===== src/hw/rtl/jetp_pkg.sv =====
// Shared types, constants and helper functions for the Julia escape-time pixel core.
package jetp_pkg;

  localparam int MAX_DIM   = 4096;
  localparam int FRAC_BITS = 24;
  localparam int PIX_W     = 12;
  localparam int CNT_W     = 16;
  localparam int STEP_W    = 31;
  localparam int COLOR_W   = 24;
  localparam int CFG_IDX_W = 3;
  localparam int CFG_DATA_W = 32;

  // |z|^2 escape bound: 4 at 2*FRAC_BITS fraction bits
  localparam logic [63:0] ESC_BOUND = 64'd4 << (2 * FRAC_BITS);

  localparam logic signed [31:0] RST_C_REAL      = -32'sd23773689;
  localparam logic signed [31:0] RST_C_IMAG      = 32'sd0;
  localparam logic signed [31:0] RST_ORIGIN_REAL = -32'sd16777216;
  localparam logic [STEP_W-1:0]  RST_STEP_REAL   = 31'd27962;
  localparam logic signed [31:0] RST_ORIGIN_IMAG = -32'sd20132659;
  localparam logic [STEP_W-1:0]  RST_STEP_IMAG   = 31'd33554;
  localparam logic [CNT_W-1:0]   RST_ITER_LIMIT  = 16'd150;
  localparam logic [COLOR_W-1:0] RST_BASE_COLOR  = 24'd0;

  typedef enum logic [CFG_IDX_W-1:0] {
    REG_C_REAL      = 3'd0,
    REG_C_IMAG      = 3'd1,
    REG_ORIGIN_REAL = 3'd2,
    REG_STEP_REAL   = 3'd3,
    REG_ORIGIN_IMAG = 3'd4,
    REG_STEP_IMAG   = 3'd5,
    REG_ITER_LIMIT  = 3'd6,
    REG_BASE_COLOR  = 3'd7
  } cfg_reg_t;

  typedef struct packed {
    logic signed [31:0] c_real;
    logic signed [31:0] c_imag;
    logic signed [31:0] origin_real;
    logic [STEP_W-1:0]  step_real;
    logic signed [31:0] origin_imag;
    logic [STEP_W-1:0]  step_imag;
    logic [CNT_W-1:0]   iteration_limit;
    logic [COLOR_W-1:0] base_color;
  } cfg_t;

  typedef enum logic [2:0] {
    ST_IDLE,
    ST_MAP_MUL,
    ST_MAP_ADD,
    ST_MUL,
    ST_EVAL,
    ST_DONE
  } state_t;

  typedef struct packed {
    logic load_in;    // capture the request
    logic map_mul;    // pixel * step products
    logic map_add;    // start point, clear count
    logic sq_mul;     // z products
    logic step;       // advance z and count
    logic load_out;   // fill result register
  } cmd_t;

  typedef struct packed {
    logic limit_zero;
    logic escaped;
    logic last_iter;
  } sts_t;

  function automatic logic [31:0] sat32(input logic signed [63:0] v);
    logic [31:0] r;
    if (v > 64'sd2147483647) begin
      r = 32'h7fff_ffff;
    end else if (v < -64'sd2147483648) begin
      r = 32'h8000_0000;
    end else begin
      r = v[31:0];
    end
    return r;
  endfunction

  function automatic logic [PIX_W-1:0] clamp_pix(input logic [PIX_W-1:0] p);
    logic [PIX_W-1:0] r;
    if (32'(p) >= 32'(MAX_DIM)) begin
      r = PIX_W'(MAX_DIM - 1);
    end else begin
      r = p;
    end
    return r;
  endfunction

endpackage


===== src/hw/rtl/jetp_ctrl.sv =====
// Sequencer for pixel mapping, iteration and result hand-off.
module jetp_ctrl (
  input  logic           clk,
  input  logic           rst_n,
  input  logic           in_valid,
  output logic           in_stall,
  output logic           out_valid,
  input  logic           out_stall,
  input  jetp_pkg::sts_t sts,
  output jetp_pkg::cmd_t cmd
);
  import jetp_pkg::*;

  state_t state_r, state_nxt;
  logic   out_valid_r, out_valid_nxt;
  logic   out_free;

  // result register can take a new value when empty or being drained
  assign out_free = !out_valid_r || !out_stall;

  always_comb begin
    state_nxt = state_r;
    case (state_r)
      ST_IDLE:    if (in_valid) state_nxt = ST_MAP_MUL;
      ST_MAP_MUL: state_nxt = ST_MAP_ADD;
      ST_MAP_ADD: state_nxt = sts.limit_zero ? ST_DONE : ST_MUL;
      ST_MUL:     state_nxt = ST_EVAL;
      ST_EVAL: begin
        if (sts.escaped || sts.last_iter) begin
          state_nxt = ST_DONE;
        end else begin
          state_nxt = ST_MUL;
        end
      end
      ST_DONE:    if (out_free) state_nxt = ST_IDLE;
      default:    state_nxt = ST_IDLE;
    endcase
  end

  always_comb begin
    cmd      = '0;
    in_stall = 1'b1;
    case (state_r)
      ST_IDLE: begin
        in_stall    = 1'b0;
        cmd.load_in = in_valid;
      end
      ST_MAP_MUL: cmd.map_mul  = 1'b1;
      ST_MAP_ADD: cmd.map_add  = 1'b1;
      ST_MUL:     cmd.sq_mul   = 1'b1;
      ST_EVAL:    cmd.step     = !sts.escaped;
      ST_DONE:    cmd.load_out = out_free;
      default:    cmd = '0;
    endcase
  end

  assign out_valid_nxt = cmd.load_out ? 1'b1 : (out_valid_r && out_stall);

  always_ff @(posedge clk) begin
    if (!rst_n) begin
      state_r     <= ST_IDLE;
      out_valid_r <= 1'b0;
    end else begin
      state_r     <= state_nxt;
      out_valid_r <= out_valid_nxt;
    end
  end

  assign out_valid = out_valid_r;

endmodule


===== config.mk =====
export PLATFORM = sky130hd
export DESIGN_NAME = jetp_ctrl
export DESIGN_NICKNAME = d
export VERILOG_FILES = /design/src/hw/rtl/jetp_pkg.sv /design/src/hw/rtl/jetp_ctrl.sv
export SDC_FILE = /design/constraint.sdc
export NUM_CORES = 1
export LEC_CHECK = 0
export BUFFER_PORTS_ARGS = -buffer_cell sky130_fd_sc_hd__clkbuf_2
export CAP_MARGIN = 30
export CORE_AREA = 2 2 39 41
export DETAILED_ROUTE_END_ITERATION = 16
export DIE_AREA = 0 0 41 43
export GPL_ROUTABILITY_DRIVEN = 0
export PLACE_DENSITY = 0.53
export REMOVE_ABC_BUFFERS = 1
export SETUP_SLACK_MARGIN = 0.4
export SLEW_MARGIN = 30
export SYNTH_ARGS = -nofsm -noshare
export SYNTH_HDL_FRONTEND = slang
export SYNTH_SLANG_ARGS = --single-unit

===== constraint.sdc =====
create_clock -name clk -period 2.38 [get_ports clk]
set_input_delay 0.238 -clock clk [delete_from_list [all_inputs] [get_ports clk]]
set_output_delay 0.238 -clock clk [all_outputs]
set_load 0.1 [all_outputs]

==> flow_metrics.py <==
metrics = {
    "power": {
        "p_per_area_nw_per_um2": 842.5,
        "ir_drop_mv": 0.2185,
        "p_leak_nw": 0.1706,
    },
    "drt": {
        "drc": 0,
        "vias": 271,
        "wl_um": 586,
        "dr.first_iter.drc_count": 3,
        "dr.pass1.iters": 2,
        "drtAntennaViolNets": 0,
        "viasPerCell": 4.371,
        "wire_per_inst_um": 9.452,
    },
    "worst_setup_path": {
        "rr_startpoint": "state_r[2]",
        "critPathKind": "reg -> out",
        "crit_slowest_cell": "clkbuf_2",
        "worst_r2r_endpoint": "state_r[2]",
        "cp_cell_sequence": "or3b_1 > nor2_1 > clkbuf_2",
        "r2r_setup_slack_ps": 1170,
        "crit_start": "state_r[2]",
        "timing.critical_path.required_ps": 2140,
        "critPathMaxStageDelay_ps": 460,
        "r2r_cells": 3,
        "arrival_ps": 1640,
        "cp-end-kind": "primary output",
        "start_kind": "flip-flop",
        "critical_path_peak_fanout": 9,
    },
    "place": {
        "post-place-ws_ps": 734.5,
        "dp_cells": 59,
        "portBuffers": 14,
        "dp_hpwl_um": 464.6,
        "placed_cell_area_um2": 326.6,
    },
    "synth": {
        "netlist_instances": 31,
        "avgSynthCellArea_um2": 8.234,
        "synth_seq_area_share_pct": 31.37,
        "yosysTopAreaCellShare_pct": 31.37,
        "synth_area_leader_cell": "dfxtp_1",
        "yosys.cell_types.count": 22,
        "synth_warnings": 0,
        "synthTopCellsByArea": "dfxtp_1 31%, nor3b_1 5.9%, buf_6 4.4%",
        "syn-cell-area_um2": 255.2,
        "synth.ff_latch_count": 4,
    },
    "outcome": {
        "status": "completed",
    },
    "layout": {
        "fin_nets": 55,
        "drive_gt1_share_pct": 39.13,
        "area_delta_synth_final_pct": 36.76,
        "final_area_um2": 349.1,
        "antennaDiodeCount": 0,
        "fin_cells": 62,
        "final_cell_mix": "14 x clkbuf_2, 4 x dfxtp_1, 3 x nor2_1, 3 x nand2_1, 3 x clkbuf_4",
        "final_common_cell": "clkbuf_2",
    },
    "timing": {
        "finalSetupViolCount": 0,
        "drv_slew": 0,
        "final_hold_viol_count": 0,
        "max_slew.worst_pin.slew_ps": 541.2,
        "layout_setup_ws_ps": 503.4,
        "max_freq_mhz": 532.9,
        "timing.hold.ws_ps": 284.5,
        "min_period_ps": 1877,
        "max_slew_margin_pct": 64.07,
        "finalCritPeriodShare_pct": 78.85,
        "rsz0062_at_grt": "no",
        "final.setup_skew_ps": 5.487,
    },
    "clock_tree": {
        "cts_resized": 0,
        "clkLatencyLatePin_ps": 230,
        "cts_made_buffers": 3,
        "htree_levels": 1,
        "cts_root_buf": "clkbuf_4",
        "clock_sink_count": 4,
        "clockBufferDepth": 2,
        "cts_setup_buffers": 0,
        "cts_tree": "done",
        "clk_pin_slew_worst_paths_ps": 30,
        "cts_hold_buffers": 0,
    },
    "die": {
        "core_area_um2": 1384,
        "io_pins": 15,
        "dieWidth_um": 41,
        "num_rows": 14,
        "die_area_um2": 1763,
        "die_y_um": 43,
        "start_util_pct": 18.44,
    },
    "global_route": {
        "grt.overflow.total": 0,
        "grt_max_degree": 11,
        "grt_pass1_vias": 220,
        "antenna_found_initial": 0,
        "grt_use_total_pct": 7.623,
        "grt_pass1_wl_um": 869,
    },
    "min_path": {
        "hp-class": "in -> reg",
        "hold_path_depth": 3,
        "hp-start": "out_stall",
        "whs_endpoint": "state_r[2]",
    },
    "flow_run": {
        "cap_violations": 0,
    },
}
==> area by class of cell <==
class / count / area, um2
Clock buffer: 3 / 22.52
Fill cell: 157 / 1035
Inverter: 1 / 3.754
Multi-Input combinational cell: 24 / 152.6
Sequential cell: 4 / 80.08
Tap cell: 16 / 20.02
Timing Repair Buffer: 14 / 70.07
==> kinds of logic after synthesis <==
kind of cell	synth area share, %
buf+inv	8.823
simple gates	35.79
flops	31.37
compound gates	24.02
==> state kept, by name, indices dropped and copies added (netlist names) <==
register and flops:
state_r 3, out_valid 1
==> worst max-delay path: cells and delay by family (launching register included) <==
family / cells / cell delay [ps]
simple gates: 2 / 510
buf+inv: 1 / 460
flops: 1 / 440
==> report_power, final <==
part / total [mW] / leakage [nW] / internal, mW / switching [mW]
clock network: 0.0831 / 0.0138 / 0.0563 / 0.0268
registers: 0.0826 / 0.0326 / 0.0726 / 0.00994
logic: 0.128 / 0.124 / 0.0238 / 0.105
==> how the worst max path moves through the flow <==
stage,endpoint,slack [ps],depth (start not counted)
6_report,cmd[1],500,3
5_1_grt,cmd[1],420,3
4_1_cts,cmd[1],480,3
3_5_place_dp,cmd[1],730,3
3_3_place_gp,cmd[1],770,3
2_1_floorplan,state_r[1],-710,2
==> stage by stage <==
step / power [mW] / util, % / setup TNS (ps)
floorplan: 0.1902 / - / -2342
global placement: 0.2117 / 23.60 / 0
detailed placement: 0.2130 / 23.60 / 0
CTS: 0.3025 / 25.23 / 0
global route: 0.3114 / 25.23 / 0
finish: 0.2941 / 25.23 / 0
==> synth_stat cells <==
cell      instances
buf_6             1
or3b_1            1
buf_4             1
o211a_1           1
and3b_1           1
o31a_1            1
nand3_1           1
o211ai_1          1
nor3b_1           2
a21oi_1           1
o21ai_0           1
nand2_1           3
o21ai_2           1
a21boi_0          1
dfxtp_1           4
o22a_1            1
nor2_1            3
nor3_1            2
nor2b_1           1
or3_1             1
inv_1             1
nor4b_1           1
==> routing by layer <==
layer	wire length [um]	global-route usage [%]	part of all wire, %	up-vias
met5	0	0	0	-
met4	0	8.000	0	0
met3	52	3.141	8.9	0
met2	259	9.375	44	11
met1	274	8.974	47	113
li1	-	-	-	147
Note: power is estimated with default switching activity, not from simulation.
