--- src/hw/rtl/jetp_pkg.sv ---
// Shared types, constants and helper functions for the Julia escape-time pixel core.
package jetp_pkg;

  localparam int MAX_DIM   = 4096;
  localparam int FRAC_BITS = 24;
  localparam int PIX_W     = 12;
  localparam int CNT_W     = 16;
  localparam int STEP_W    = 31;
  localparam int COLOR_W   = 24;
  localparam int CFG_IDX_W = 3;
  localparam int CFG_DATA_W = 32;

  // |z|^2 escape bound: 4 at 2*FRAC_BITS fraction bits
  localparam logic [63:0] ESC_BOUND = 64'd4 << (2 * FRAC_BITS);

  localparam logic signed [31:0] RST_C_REAL      = -32'sd23773689;
  localparam logic signed [31:0] RST_C_IMAG      = 32'sd0;
  localparam logic signed [31:0] RST_ORIGIN_REAL = -32'sd16777216;
  localparam logic [STEP_W-1:0]  RST_STEP_REAL   = 31'd27962;
  localparam logic signed [31:0] RST_ORIGIN_IMAG = -32'sd20132659;
  localparam logic [STEP_W-1:0]  RST_STEP_IMAG   = 31'd33554;
  localparam logic [CNT_W-1:0]   RST_ITER_LIMIT  = 16'd150;
  localparam logic [COLOR_W-1:0] RST_BASE_COLOR  = 24'd0;

  typedef enum logic [CFG_IDX_W-1:0] {
    REG_C_REAL      = 3'd0,
    REG_C_IMAG      = 3'd1,
    REG_ORIGIN_REAL = 3'd2,
    REG_STEP_REAL   = 3'd3,
    REG_ORIGIN_IMAG = 3'd4,
    REG_STEP_IMAG   = 3'd5,
    REG_ITER_LIMIT  = 3'd6,
    REG_BASE_COLOR  = 3'd7
  } cfg_reg_t;

  typedef struct packed {
    logic signed [31:0] c_real;
    logic signed [31:0] c_imag;
    logic signed [31:0] origin_real;
    logic [STEP_W-1:0]  step_real;
    logic signed [31:0] origin_imag;
    logic [STEP_W-1:0]  step_imag;
    logic [CNT_W-1:0]   iteration_limit;
    logic [COLOR_W-1:0] base_color;
  } cfg_t;

  typedef enum logic [2:0] {
    ST_IDLE,
    ST_MAP_MUL,
    ST_MAP_ADD,
    ST_MUL,
    ST_EVAL,
    ST_DONE
  } state_t;

  typedef struct packed {
    logic load_in;    // capture the request
    logic map_mul;    // pixel * step products
    logic map_add;    // start point, clear count
    logic sq_mul;     // z products
    logic step;       // advance z and count
    logic load_out;   // fill result register
  } cmd_t;

  typedef struct packed {
    logic limit_zero;
    logic escaped;
    logic last_iter;
  } sts_t;

  function automatic logic [31:0] sat32(input logic signed [63:0] v);
    logic [31:0] r;
    if (v > 64'sd2147483647) begin
      r = 32'h7fff_ffff;
    end else if (v < -64'sd2147483648) begin
      r = 32'h8000_0000;
    end else begin
      r = v[31:0];
    end
    return r;
  endfunction

  function automatic logic [PIX_W-1:0] clamp_pix(input logic [PIX_W-1:0] p);
    logic [PIX_W-1:0] r;
    if (32'(p) >= 32'(MAX_DIM)) begin
      r = PIX_W'(MAX_DIM - 1);
    end else begin
      r = p;
    end
    return r;
  endfunction

endpackage

--- src/hw/rtl/jetp_cfg_regs.sv ---
// Configuration register file for the Julia escape-time pixel core.
module jetp_cfg_regs (
  input  logic                             clk,
  input  logic                             rst_n,
  input  logic                             cfg_wr_en,
  input  logic [jetp_pkg::CFG_IDX_W-1:0]   cfg_index,
  input  logic [jetp_pkg::CFG_DATA_W-1:0]  cfg_data,
  output jetp_pkg::cfg_t                   cfg
);
  import jetp_pkg::*;

  cfg_t cfg_r;
  cfg_t cfg_nxt;

  always_comb begin
    cfg_nxt = cfg_r;
    if (cfg_wr_en) begin
      case (cfg_reg_t'(cfg_index))
        REG_C_REAL:      cfg_nxt.c_real          = cfg_data;
        REG_C_IMAG:      cfg_nxt.c_imag          = cfg_data;
        REG_ORIGIN_REAL: cfg_nxt.origin_real     = cfg_data;
        REG_STEP_REAL:   cfg_nxt.step_real       = cfg_data[STEP_W-1:0];
        REG_ORIGIN_IMAG: cfg_nxt.origin_imag     = cfg_data;
        REG_STEP_IMAG:   cfg_nxt.step_imag       = cfg_data[STEP_W-1:0];
        REG_ITER_LIMIT:  cfg_nxt.iteration_limit = cfg_data[CNT_W-1:0];
        REG_BASE_COLOR:  cfg_nxt.base_color      = cfg_data[COLOR_W-1:0];
        default:         cfg_nxt = cfg_r;
      endcase
    end
  end

  always_ff @(posedge clk) begin
    if (!rst_n) begin
      cfg_r.c_real          <= RST_C_REAL;
      cfg_r.c_imag          <= RST_C_IMAG;
      cfg_r.origin_real     <= RST_ORIGIN_REAL;
      cfg_r.step_real       <= RST_STEP_REAL;
      cfg_r.origin_imag     <= RST_ORIGIN_IMAG;
      cfg_r.step_imag       <= RST_STEP_IMAG;
      cfg_r.iteration_limit <= RST_ITER_LIMIT;
      cfg_r.base_color      <= RST_BASE_COLOR;
    end else begin
      cfg_r <= cfg_nxt;
    end
  end

  assign cfg = cfg_r;

endmodule

--- config.mk ---
export PLATFORM = sky130hd
export DESIGN_NAME = jetp_cfg_regs
export DESIGN_NICKNAME = d
export VERILOG_FILES = /design/src/hw/rtl/jetp_pkg.sv /design/src/hw/rtl/jetp_cfg_regs.sv
export SDC_FILE = /design/constraint.sdc
export NUM_CORES = 1
export LEC_CHECK = 0
export BUFFER_PORTS_ARGS = -buffer_cell sky130_fd_sc_hd__clkbuf_2
export CAP_MARGIN = 10
export CORE_AREA = 5 5 169 106
export CTS_BUF_LIST = sky130_fd_sc_hd__clkbuf_16
export CTS_CLUSTER_SIZE = 14
export DETAILED_ROUTE_END_ITERATION = 12
export DIE_AREA = 0 0 174 111
export PLACE_DENSITY = 0.85
export SLEW_MARGIN = 0
export SYNTH_ARGS = -nofsm -noshare
export SYNTH_HDL_FRONTEND = slang
export SYNTH_SLANG_ARGS = --single-unit
--- constraint.sdc ---
create_clock -name clk -period 2.2 [get_ports clk]
set_input_delay 0 -clock clk [delete_from_list [all_inputs] [get_ports clk]]
set_output_delay 0 -clock clk [all_outputs]
set_load 0.01 [all_outputs]
==> metrics.md <==
| Metric | Value |
|---|---|
| Area of the core | roughly 16000 µm² |
| Clock sink count | 230 |
| Netlist cell types | 18 |
| PwrDens | 741.3 nW/µm² |
| Initial Util | 54.24% |
| Clock tree root buffer cell | clkbuf_16 |
| Max FFs per register | 230 |
| Crit path depth | 3 |
| Final Power | approximately 8.2 mW |
| Synth area leaders | dfxtp_1 53%, mux2i_1 26%, nand2_1 8.5% |
| Worst path bufs/invs | 1 |
| Final Hold Fails | 0 |
| Max Cap Violations | 0 |
| Largest net degree at the start of global routing | 77 |
| TritonCTS clock tree | yes |
| Multi-input gate area | ~3800 µm² |
| Syn Nets | slightly below 900 |
| Max Clock Freq | 935.3 MHz |
| Layout cells sized above 1 | roughly 29% |
| Hold Path Class | primary input to flip-flop |
| Share of the synthesized area in the top cell type | between 50% and 60% |
| Post-route DRC | 0 |
| WL final | approximately 26 mm |
| Slowest CP cell | or4b_1 |
| Total track usage | between 20 and 30% |
| Post-cts hold buffer count | 30 |
| CP top delay family | simple AND/OR/NAND/NOR gates |
| Nets | roughly 1100 |
| Setup violators final | 0 |
| Post-layout util | 69.16% |
| Post-DP HPWL | ~19 mm |
| Status | finished clean |
| Number of global-route vias before repair | 6937 |
| CTS Buf Count | 21 |
| Grt ovf | 0 |
| Cell taking the most area after synthesis | dfxtp_1 |
| Maximum root-to-sink buffer count | 3 |
| H-tree depth | 1 |
| Postcts setup bufs | 0 |
| Leakage Power | around 5.6 nW |
| FP Rows | 36 |
| Period utilization | approximately 49% |
| DRT antenna net count | 0 |
| Startpoint Class | primary input |
| Clk_skew | 0 ps |
| Synth Area per Inst | 10.52 µm² |
| Worst IR Drop VDD | roughly 0.53 mV |
| Final Wtd Congestion | 0.8755 |
| Final Critical Period | 1069 ps |
| Worst path cell trace | clkbuf_2, or4b_1, mux2i_1 |
| Max-slew violations | 0 |
| Fill cells | between 1000 and 1500 |
| Average wire per standard cell | approximately 20 µm |
| Starting DRT DRC Count | 515 |
| Sequential share of the synthesized area | a little over half |
| Die Ht | around 110 µm |
| Yosys warns | 0 |
| Syn Inst Count | 827 |
| Mapped cell area | a little under 9000 µm² |
| Worst hold stages | 3 |
| Slew at the pin closest to its max-slew limit | approximately 840 ps |
| RSZ-0062 raised after global routing | false |
| Critical Path RT | roughly 2500 ps |
| First-pass GRT wire length | 40.19 mm |
| Initial antenna violation count | 1 |
| Worst reg-to-reg path cell count | 2 |
| Vias/cell | 5.260 |
| Post-CTS sizing | 0 |
| Number of I/O pins | approximately 270 |
| Die Wd | 174 µm |
| DR pass1 iterations | 5 |
| IO Port Bufs | 267 |
| Area grow syn2layout | 27.51% |
| Later-pin clock latency in the skew report | roughly 500 ps |
| Relative slew slack | a little over two fifths |
| Critical path data arrival time | 1400 ps |
| Worst-path maximum fanout | 14 |
| Critical path class | primary input to flip-flop |
| CP max stage delay | about 960 ps |
| Register area | ~4600 µm² |
| Clk slew on worst S/H paths | ~60 ps |
| Vias | about 7000 |
| Endpoint type of the worst setup path | flip-flop |
| Setup TNS | 0 ps |
| Die footprint | approximately 19000 µm² |
| Yosys reg bits | 230 |
[through the flow]
stage / cells / hold WS (ps) / worst slack [ps] / area (µm²)
final: 1329 / 23.00 / 1131 / 11090
after global routing: 1329 / 42.16 / 1084 / 11090
after CTS: 1328 / 17.83 / 1147 / 11090
after detailed placement: 1262 / 292.3 / 665.2 / 10200
after global placement: 1262 / 277.0 / 697.0 / 10200
after floorplan: 827 / 142.1 / 1158 / 8697
[cell usage after synthesis (all sizes together)]
library cell,instances
nand4,1
and4bb,1
and4b,1
nand2,197
nor4b,1
nor2b,95
nand4bb,2
buf,34
or4b,1
nand4b,3
mux2i,230
nor4bb,2
dfxtp,230
clkbuf,29
[placed cells by master, fill, tap and decap left out, types with 2 or more instances in the layout]
cell type | Yosys | routed
dlygate4sd3_1 | 0 | 30
clkbuf_16 | 0 | 21
nand4bb_2 | 0 | 2
mux2i_1 | 230 | 230
inv_1 | 0 | 8
clkbuf_2 | 0 | 266
buf_4 | 9 | 20
nand2_1 | 197 | 197
clkinv_1 | 0 | 4
dfxtp_1 | 230 | 230
nand4b_1 | 3 | 3
nor4bb_2 | 0 | 2
clkinv_2 | 0 | 2
nor2b_1 | 95 | 95
buf_12 | 1 | 2
[report_power, final]
part	switching [mW]	total, mW	internal [mW]	leakage (nW)
Combinational	0.410	0.682	0.272	3.44
Sequential	0.0529	4.31	4.26	1.86
Clock	1.50	3.23	1.73	0.320
Total	1.97	8.22	6.26	5.62
[cell families (layout without fill, tap and decap cells)]
family	after synthesis	count (layout)	synth area share [%]
buffers and inverters	63	355	3.769
DFF	230	230	52.94
muxes	230	230	26.47
other	0	1	0
and+or+nand+nor	304	304	16.82
[per-layer routing]
| layer | track usage [%] | vias to the layer above | wire length, µm |
|---|---|---|---|
| met5 | 0 | - | 0 |
| met1 | 36.50 | 3362 | 11950 |
| met3 | 7.975 | 45 | 2212 |
| met2 | 38.57 | 299 | 11490 |
| li1 | - | 3284 | - |
| met4 | 7.116 | 0 | 586 |
[final timing paths]
check | from | end | slack, ps
max | cfg_index[0] | cfg[227]$_SDFFE_PN1P_ | 1130
min | rst_n | cfg[195]$_SDFFE_PN0P_ | 20
min reg2reg | cfg[38]$_SDFFE_PN0P_ | cfg[38]$_SDFFE_PN0P_ | 460
max reg2reg | cfg[66]$_SDFFE_PN0P_ | cfg[66]$_SDFFE_PN0P_ | 1510
[area by class of cell]
| cell class | instances | share of cell area (%) |
|---|---|---|
| diodes | 1 | 0.02257 |
| repair buffers | 319 | 16.55 |
| clock inverters | 15 | 0.5754 |
| well taps | 209 | 2.358 |
| clock buffers | 21 | 4.739 |
| flip-flops and latches | 230 | 41.52 |
| multi-input cells | 534 | 34.23 |
[worst reg2reg max path: cells and delay by family (launching register included)]
family	cells	cell delay, ps
and+or+nand+nor	1	80
muxes	1	170
DFF	1	350
Note: power is estimated with default switching activity, not from simulation.
